==> config.mk <==
export PLATFORM = sky130hd
export DESIGN_NAME = scope_trace_measure
export DESIGN_NICKNAME = d
export VERILOG_FILES = /design/src/rtl/core/stm_pkg.sv /design/src/rtl/core/scope_trace_measure.sv
export SDC_FILE = /design/constraint.sdc
export NUM_CORES = 1
export LEC_CHECK = 0
export BUFFER_PORTS_ARGS = -buffer_cell sky130_fd_sc_hd__buf_2
export CAP_MARGIN = 20
export CORE_ASPECT_RATIO = 0.75
export CORE_UTILIZATION = 55
export DETAILED_ROUTE_END_ITERATION = 6
export GPL_ROUTABILITY_DRIVEN = 1
export GPL_TIMING_DRIVEN = 0
export PLACE_DENSITY = 0.76
export SETUP_SLACK_MARGIN = 0.05
export SYNTH_ARGS = -nofsm -noshare
export SYNTH_HDL_FRONTEND = slang
export SYNTH_SLANG_ARGS = --single-unit
==> constraint.sdc <==
create_clock -name clk -period 11.2 [get_ports clk]
set_input_delay 0 -clock clk [delete_from_list [all_inputs] [get_ports clk]]
set_output_delay 0 -clock clk [all_outputs]
set_load 0.01 [all_outputs]
==> src/rtl/core/stm_pkg.sv <==
package stm_pkg;

  // field widths
  localparam int CodeW  = 12;
  localparam int GainW  = 16;
  localparam int RowW   = 7;
  localparam int OutRowW = 8;
  localparam int CountW = 12;

  // register indexes on the configuration port
  localparam logic [1:0] REG_THRESHOLD = 2'd0;
  localparam logic [1:0] REG_GAIN      = 2'd1;
  localparam logic [1:0] REG_TOP       = 2'd2;
  localparam logic [1:0] REG_HEIGHT    = 2'd3;

  // register reset values
  localparam logic [CodeW-1:0] THRESHOLD_RST = 12'd819;
  localparam logic [GainW-1:0] GAIN_RST      = 16'd1040;
  localparam logic [RowW-1:0]  TOP_RST       = 7'd20;
  localparam logic [RowW-1:0]  HEIGHT_RST    = 7'd65;

  // crossing counter saturates here
  localparam logic [CountW-1:0] COUNT_MAX = 12'hFFF;

  // one result item
  typedef struct packed {
    logic [CountW-1:0]  crossing_total;
    logic [CodeW-1:0]   peak_to_peak;
    logic [CodeW-1:0]   frame_max;
    logic [CodeW-1:0]   frame_min;
    logic [OutRowW-1:0] trace_row;
  } stm_result_t;

endpackage

==> src/rtl/core/scope_trace_measure.sv <==
// Maps a stream of ADC codes to display rows and measures each frame of
// FRAME_SAMPLES samples: running minimum, running maximum, peak-to-peak and
// the number of transitions across crossing_threshold (high means strictly
// above it). The row is (trace_top + trace_height) - ((code * vertical_gain)
// >> 16), clamped to the trace area; vertical_gain is Q16 rows per code.
// The first sample of a frame restarts all measurements and the last one is
// marked with m_tlast, at which point the summary fields hold the frame
// figures. The row multiply and the min, max and crossing updates run in one
// pass into the output register, so a new sample is taken every cycle while
// the downstream side keeps up; the result appears in the cycle after its
// sample is taken. Codes are masked to SAMPLE_BITS bits. Registers sit at byte
// addresses 0 (threshold), 4 (gain), 8 (top) and 12 (height); the user must
// write them only while the stream is idle. The block does not enforce this.
module scope_trace_measure #(
  parameter int FRAME_SAMPLES = 128,
  parameter int SAMPLE_BITS   = 12
) (
  input  logic        clk,
  input  logic        rst,
  // configuration port
  input  logic        psel,
  input  logic        penable,
  input  logic        pwrite,
  input  logic [3:0]  paddr,
  input  logic [31:0] pwdata,
  output logic [31:0] prdata,
  output logic        pready,
  // sample input
  input  logic        s_tvalid,
  output logic        s_tready,
  input  logic [15:0] s_tdata,   // [11:0] sample_code
  // result output
  output logic        m_tvalid,
  input  logic        m_tready,
  output logic [55:0] m_tdata,   // [7:0] trace_row, [19:8] frame_min, [31:20] frame_max,
                                 // [43:32] peak_to_peak, [55:44] crossing_total
  output logic        m_tlast    // frame_end
);
  import stm_pkg::*;

  localparam int POS_W = (FRAME_SAMPLES > 2) ? $clog2(FRAME_SAMPLES) : 1;
  localparam logic [POS_W-1:0] LAST_POS = POS_W'(FRAME_SAMPLES - 1);
  localparam int MASK_W = (SAMPLE_BITS < CodeW) ? SAMPLE_BITS : CodeW;
  localparam logic [CodeW-1:0] CODE_MASK = CodeW'((1 << MASK_W) - 1);

  // configuration registers
  logic [CodeW-1:0] crossing_threshold;
  logic [GainW-1:0] vertical_gain;
  logic [RowW-1:0]  trace_top;
  logic [RowW-1:0]  trace_height;

  // frame state
  logic [POS_W-1:0]  sample_position;
  logic [CodeW-1:0]  running_min;
  logic [CodeW-1:0]  running_max;
  logic              was_above;
  logic [CountW-1:0] crossing_count;

  // output register
  stm_result_t result;
  logic        result_last;
  logic        result_valid;

  logic              cfg_write;
  logic [1:0]        cfg_index;
  logic              in_fire;
  logic [CodeW-1:0]  code;
  logic              above;
  logic              first;
  logic              last;
  logic [CodeW-1:0]  running_min_next;
  logic [CodeW-1:0]  running_max_next;
  logic              was_above_next;
  logic [CountW-1:0] crossing_count_next;
  logic [CodeW+GainW-1:0] product;
  logic [CodeW-1:0]  drop;
  logic [OutRowW-1:0] bottom;
  logic [OutRowW-1:0] row;

  // configuration port
  assign pready    = 1'b1;
  assign cfg_index = paddr[3:2];
  assign cfg_write = psel && penable && pwrite && pready;

  always_ff @(posedge clk) begin
    if (rst) begin
      crossing_threshold <= THRESHOLD_RST;
      vertical_gain      <= GAIN_RST;
      trace_top          <= TOP_RST;
      trace_height       <= HEIGHT_RST;
    end else if (cfg_write) begin
      case (cfg_index)
        REG_THRESHOLD: crossing_threshold <= pwdata[CodeW-1:0];
        REG_GAIN:      vertical_gain      <= pwdata[GainW-1:0];
        REG_TOP:       trace_top          <= pwdata[RowW-1:0];
        REG_HEIGHT:    trace_height       <= pwdata[RowW-1:0];
        default: ;
      endcase
    end
  end

  // register readback
  always_comb begin
    case (cfg_index)
      REG_THRESHOLD: prdata = {{(32-CodeW){1'b0}}, crossing_threshold};
      REG_GAIN:      prdata = {{(32-GainW){1'b0}}, vertical_gain};
      REG_TOP:       prdata = {{(32-RowW){1'b0}}, trace_top};
      REG_HEIGHT:    prdata = {{(32-RowW){1'b0}}, trace_height};
      default:       prdata = '0;
    endcase
  end

  // stream handshake: take a sample whenever the output register frees up
  assign s_tready = !result_valid || m_tready;
  assign in_fire  = s_tvalid && s_tready;

  // frame measurements
  assign code  = s_tdata[CodeW-1:0] & CODE_MASK;
  assign above = code > crossing_threshold;
  assign first = (sample_position == '0);
  assign last  = (sample_position == LAST_POS);

  always_comb begin
    if (first) begin
      running_min_next    = code;
      running_max_next    = code;
      was_above_next      = above;
      crossing_count_next = '0;
    end else begin
      running_min_next    = (code < running_min) ? code : running_min;
      running_max_next    = (code > running_max) ? code : running_max;
      was_above_next      = above;
      crossing_count_next = crossing_count;
      if (above != was_above && crossing_count != COUNT_MAX) begin
        crossing_count_next = crossing_count + 1'b1;
      end
    end
  end

  // row mapping with clamp to the top of the trace area
  assign product = code * vertical_gain;
  assign drop    = product[CodeW+GainW-1:GainW];
  assign bottom  = {1'b0, trace_top} + {1'b0, trace_height};

  always_comb begin
    if (drop > {{(CodeW-RowW){1'b0}}, trace_height}) begin
      row = {1'b0, trace_top};
    end else begin
      row = bottom - drop[OutRowW-1:0];
    end
  end

  // state update on each sample transfer
  always_ff @(posedge clk) begin
    if (rst) begin
      sample_position <= '0;
      running_min     <= '0;
      running_max     <= '0;
      was_above       <= 1'b0;
      crossing_count  <= '0;
    end else if (in_fire) begin
      sample_position <= last ? '0 : sample_position + 1'b1;
      running_min     <= running_min_next;
      running_max     <= running_max_next;
      was_above       <= was_above_next;
      crossing_count  <= crossing_count_next;
    end
  end

  // output register valid
  always_ff @(posedge clk) begin
    if (rst) begin
      result_valid <= 1'b0;
    end else if (in_fire) begin
      result_valid <= 1'b1;
    end else if (m_tready) begin
      result_valid <= 1'b0;
    end
  end

  // output register payload
  always_ff @(posedge clk) begin
    if (in_fire) begin
      result.trace_row      <= row;
      result.frame_min      <= running_min_next;
      result.frame_max      <= running_max_next;
      result.peak_to_peak   <= running_max_next - running_min_next;
      result.crossing_total <= crossing_count_next;
      result_last           <= last;
    end
  end

  assign m_tvalid = result_valid;
  assign m_tdata  = result;
  assign m_tlast  = result_last;

`ifndef SYNTHESIS
  // the last sample of a frame wraps the position
  assert property (@(posedge clk) disable iff (rst)
    (in_fire && last) |=> (sample_position == '0))
    else $error("frame position did not wrap after last sample");

  // the first sample of a frame restarts the crossing count
  assert property (@(posedge clk) disable iff (rst)
    (in_fire && first) |=> (crossing_count == '0))
    else $error("crossing count not restarted at frame start");

  // a delivered result never has its minimum above its maximum
  assert property (@(posedge clk) disable iff (rst)
    result_valid |-> (result.frame_min <= result.frame_max))
    else $error("frame minimum above frame maximum");

  // a stalled result stays valid and keeps its last flag until it is taken
  assert property (@(posedge clk) disable iff (rst)
    (result_valid && !m_tready) |=> (result_valid && $stable(result_last)))
    else $error("held result changed while stalled");
`endif

endmodule
==> flow_metrics.tcl, run 1 <==
set metrics [dict create \
    fin_nets 1964 \
    setup_tns_ns 0 \
    end_kind "register" \
    vias 10910 \
    place.gp.congestion 0.9528 \
    final_common_cell "inv_1" \
    syn2layout_area_growth_pct 13.08 \
    yosys.area.top_type "fa_1" \
    n_antenna_cell 0 \
    cp.arrival_ns 8.65 \
    antenna_found_initial 0 \
    seq_area_frac_synth 0.2542 \
    min_period_ns 8.479 \
    synth.area.top_cells "fa_1 22%, dfxtp_1 13%, edfxtp_1 13%" \
    drive_gt1_frac 0.1125 \
    ys.flop_type "dfxtp_1" \
    grt_pass1_vias 11000 \
    cts_buffers 17 \
    p_leak_nw 7.286 \
    maxCapViolCount 0 \
    core_area_sq_um 24090 \
    hold_path_depth 2 \
    setup.worst_path.class "reg2reg" \
    grt_pass1_wl_microns 57250 \
    cp_slowest_cell "a221oi_1" \
    portBuffers 107 \
    yosysUniqueCellTypes 62 \
    hpwlAfterDp_microns 26960 \
    grt_setup_unrepaired "no" \
    synthAdderAreaFrac 0.3326 \
    postSynthCellCount 1473 \
    synth_area_sq_um 13590 \
    drt_pre_antenna_iters 5 \
    dieArea_sq_um 25340 \
    dp.cells 1926 \
    slew_headroom 0.3285 \
    pwr_density_cell_nw_per_um2 112.5 \
    synthSimpleGateAreaFrac 0.1576 \
    dr.first_iter.drc_count 1000 \
    cpMostUsedCell "o21a_1" \
    worst-path-buf-inv 2 \
    max_freq_ghz 0.1179 \
    whs_ns 0.09605 \
    synth_warnings 0 \
    power.total_mw 1.729 \
    maxSlewViolCount 0 \
    rows 49 \
    fin_crit_sh 0.7571 \
    hold_viol_final 0 \
    ant_nets 0 \
    netlist.area_leader.share 0.2166 \
    final_util 0.6376 \
    hp-class "in2reg" \
    synth_edf_count 57 \
    worst_pin_slew_ns 0.9996 \
    start_util 0.5639 \
    drc 0 \
    cp-start-kind "register" \
    timing.final.ws_setup_ns 2.721 \
    synth_compound_area_frac 0.08601 \
    htreeDepth 4 \
    syn_avg_cell_area_sq_um 9.224 \
    cts-root-buf "clkbuf_16" \
    max-clock-path-buffers 2 \
    clkLatencyLatePin_ns 0.43 \
    fp.dieH_microns 138.1 \
    cp.required_ns 11.37 \
    synth_async_sr_flop_share 0 \
    vias_per_cell 5.521 \
    wl_per_cell_microns 17.66 \
    critical_path_cell_count 25 \
    instances_no_fill 1976 \
    synth.area.mux_share 0.04853 \
    outcome "completed" \
    cp_top_family "compound AO/OA/AOI/OAI gates" \
    grt_max_degree 67 \
    pin_count 151 \
    skew_ns 0.009226 \
    synth_top_family_by_area "adder cells" \
    placed_cell_area_sq_um 14600 \
    max_stage_delay_ns 0.75 \
    routed_wirelength_microns 34900 \
    dp_slack_ns 2.625 \
    final_cell_mix "238 x inv_1, 223 x nand2_1, 147 x fa_1" \
    stdcell_area_sq_um 15360 \
    ys_seq_elements 144 \
    cts.reportedPaths.clkPinSlew_ns 0.07 \
    reg2regPathDepth 25 \
    overflow 0 \
    fp.dieW_microns 183.5 \
    crit_path_max_fanout 10 \
    cts.sinks 144 \
    setup_viol 0 \
    cts_tree "built" \
    synth_xor_area_frac 0.02680 \
    track_usage 0.2897 \
    ir_drop_mv 0.1180 \
]
[where the power goes]
part	leakage (nW)	internal [mW]	total [mW]	switching [mW]
Combinational	5.74	0.221	0.536	0.315
Clock	0.279	0.341	0.574	0.234
Sequential	1.27	0.602	0.619	0.0164
[path summary, 6_finish.rpt]
check                           slack (ns)                endpoint                    from
worst max register to register        2.72              m_tdata[2]        vertical_gain[4]
worst max-delay path                  2.72              m_tdata[2]        vertical_gain[4]
worst min register to register        0.49  crossing_threshold[10]  crossing_threshold[10]
worst min-delay path                   0.1              m_tdata[8]              s_tdata[0]
[worst register-to-register path: stages, from the launching register on]
cell	delay [ns]
dfxtp_1	0.48
clkbuf_1	0.43
nand2_1	0.15
fa_1	0.50
fa_1	0.52
inv_1	0.05
ha_1	0.31
fa_1	0.52
fa_1	0.50
ha_1	0.23
nor4_1	0.35
o41ai_1	0.21
a221oi_1	0.75
o31ai_1	0.25
a21oi_1	0.24
xnor2_1	0.32
ha_1	0.36
nor2b_1	0.14
o21a_1	0.16
o21a_1	0.17
o21a_1	0.16
o21a_1	0.17
o21a_1	0.16
o22a_1	0.21
a211oi_4	0.48
mux2_2	0.41
[area by class of cell]
type | count | area (sq um)
inverter | 239 | 897.1
sequential | 144 | 3453
fill | 1977 | 8731
multi-input combinational | 1023 | 8916
tap | 331 | 414.1
timing repair buffer | 125 | 715.7
clock buffer | 19 | 454.2
clock inverter | 13 | 132.6
buffer | 82 | 380.4
[registers in the layout, summed over array words and instances (netlist names)]
name                flops
vertical_gain          16
running_max            12
running_min            12
was_above               1
crossing_count         12
m_tdata                56
m_tlast                 1
trace_height            7
trace_top               7
crossing_threshold     12
sample_position         7
m_tvalid                1
[per-layer routing]
layer	GRT usage	wire length, microns	up-vias	part of all wire
met5	0	0	-	0
met4	0.07982	830	0	0.024
met3	0.06375	3079	53	0.088
met2	0.4352	15310	459	0.44
met1	0.4215	15680	5352	0.45
li1	-	-	5046	-
[synth_stat cells (all sizes together), types with 7 or more instances]
library cell,number
fa,147
a211oi,14
ha,126
a21oi,57
nand3,28
nor3,12
or3,7
nand4,16
and2,68
o211a,12
dfxtp,87
nor2,80
clkbuf,58
mux2,17
a21o,17
nor2b,9
nand2,223
buf,24
xor2,20
mux4,7
edfxtp,57
inv,238
o21a,11
o21ai,17
mux2i,31
xnor2,19
[kinds of logic after synthesis]
group / after synthesis
AO/OA/AOI/OAI: 172
XOR/XNOR: 40
adder cells (fa/ha/maj): 273
buffers and inverters: 321
flip-flops: 144
multiplexers: 55
other: 2
AND/OR/NAND/NOR: 466
[repair_timing]
action / in CTS / in global routing
setup buffers: 0 / 0
gates resized for setup: 0 / 0
endpoints found under the hold margin: 43 / 0
hold buffers: 18 / 0
Power figures use the tool's default switching activity.
==> run 2: changes to the inputs <==
clock period = 8.6 ns   (was 11.2 ns; I/O delays follow)
==> flow_metrics.tcl, run 2 (same netlist as run 1, synthesis figures left out) <==
set metrics [dict create \
    outcome "completed" \
    grt_setup_unrepaired "no" \
    final_util 0.6387 \
    overflow 0 \
    ir_drop_mv 0.1544 \
    largest_reg_flops 56 \
    maxCapViolCount 0 \
    n_antenna_cell 0 \
    timing.final.ws_setup_ns 0.4877 \
    vias_per_cell 5.521 \
    power.total_mw 2.254 \
    htreeDepth 4 \
    cp.arrival_ns 8.29 \
    dp_slack_ns 0.02465 \
    final_cell_mix "238 x inv_1, 223 x nand2_1, 147 x fa_1" \
    track_usage 0.2897 \
    setup_tns_ns 0 \
    fp.dieH_microns 138.1 \
    vias 10910 \
    maxSlewViolCount 0 \
    max-clock-path-buffers 2 \
    min-delay-start "s_tdata[0]" \
    place.gp.congestion 0.9528 \
    cp-start-kind "register" \
    r2r-start "vertical_gain[3]" \
    cts.sinks 144 \
    fp.dieW_microns 183.5 \
    start_util 0.5639 \
    final_common_cell "inv_1" \
    num-fill-cells 1978 \
    max_freq_ghz 0.1233 \
    reg2regPathDepth 25 \
    drc 0 \
    skew_ns 0.01007 \
    rows 49 \
    dr.first_iter.drc_count 852 \
    hold_viol_final 0 \
    hpwlAfterDp_microns 26960 \
    pin_count 151 \
    hold_path_depth 2 \
    min_period_ns 8.112 \
    dieArea_sq_um 25340 \
    fin_crit_sh 0.9433 \
    hp-class "in2reg" \
    grt_max_degree 67 \
    cts_buffers 17 \
    ant_nets 0 \
    grt_pass1_wl_microns 57250 \
    syn2layout_area_growth_pct 13.26 \
    grt_pass1_vias 11000 \
    cts-root-buf "clkbuf_16" \
    fin_nets 1964 \
    setup.worst_path.start "vertical_gain[3]" \
    cts_tree "built" \
    clkLatencyLatePin_ns 0.43 \
    antenna_found_initial 0 \
    dp.cells 1926 \
    slew_headroom 0.3138 \
    instances_no_fill 1976 \
    core_area_sq_um 24090 \
    worst_pin_slew_ns 1.021 \
    crit_path_max_fanout 10 \
    p_leak_nw 7.323 \
    pwr_density_cell_nw_per_um2 146.5 \
    routed_wirelength_microns 34940 \
    portBuffers 107 \
    drt_pre_antenna_iters 6 \
    cts_setup_buffers 0 \
    end_kind "register" \
    drive_gt1_frac 0.1198 \
    wl_per_cell_microns 17.68 \
    setup.worst_path.class "reg2reg" \
    setup_viol 0 \
    cts.reportedPaths.clkPinSlew_ns 0.06 \
    cp.required_ns 8.77 \
]
[run 2: cell counts in the layout (fill, tap and decap cells not counted)]
No cell type changed its count.
[run 2: final timing paths]
kind	endpoint	slack, ns
hold reg to reg	crossing_threshold[10]	0.48
setup reg to reg	m_tdata[2]	0.49
hold / removal	m_tdata[8]	0.09
setup / recovery	m_tdata[2]	0.49
[run 2: timing repair]
item                                    4_1_cts  5_1_grt
endpoints found under the hold margin        43        0
gates resized for setup                       0       22
endpoints found under the setup margin        0        8
hold buffers                                 18        0
[run 2: per-stage QoR]
step / instance area [sq um] / hold slack, ns
after floorplan: 13640 / 0.1178
after global placement: 14590 / 0.2248
after detailed placement: 14600 / 0.2301
after CTS: 15360 / 0.07333
after global routing: 15390 / 0.08125
final: 15390 / 0.09196
[run 2: cell type report]
type	instances	area, sq um	share of cell area
Buffer	82	392.9	0.02553
Multi-Input combinational cell	1023	8929	0.5802
Clock inverter	13	132.6	0.008619
Tap cell	331	414.1	0.02691
Sequential cell	144	3453	0.2244
Inverter	239	897.1	0.05830
Timing Repair Buffer	125	715.7	0.04651
Clock buffer	19	454.2	0.02951
[run 2: power by group]
group | leakage, nW | internal, mW | switching (mW)
logic | 5.78 | 0.288 | 0.412
registers | 1.27 | 0.784 | 0.0212
clock network | 0.279 | 0.443 | 0.305
[run 2: layer usage]
metal / track usage / wire, microns / vias to the layer above
met3: 0.06375 / 3355 / 56
met5: 0 / 0 / -
met4: 0.07982 / 848 / 0
li1: - / - / 5049
met2: 0.4352 / 15380 / 488
met1: 0.4215 / 15360 / 5317
[run 2: worst max-delay path, cell delays in order, from the launching register on]
cell	delay, ns
dfxtp_1	0.44
clkbuf_1	0.39
nand2_1	0.14
fa_1	0.52
fa_1	0.52
inv_1	0.05
ha_1	0.31
fa_1	0.52
fa_1	0.50
ha_1	0.23
nor4_1	0.33
o41ai_1	0.22
a221oi_2	0.53
o31ai_1	0.21
a21oi_1	0.22
xnor2_1	0.31
ha_1	0.36
nor2b_1	0.14
o21a_1	0.16
o21a_1	0.17
o21a_1	0.16
o21a_1	0.17
o21a_1	0.16
o22a_1	0.21
a211oi_4	0.48
mux2_2	0.41
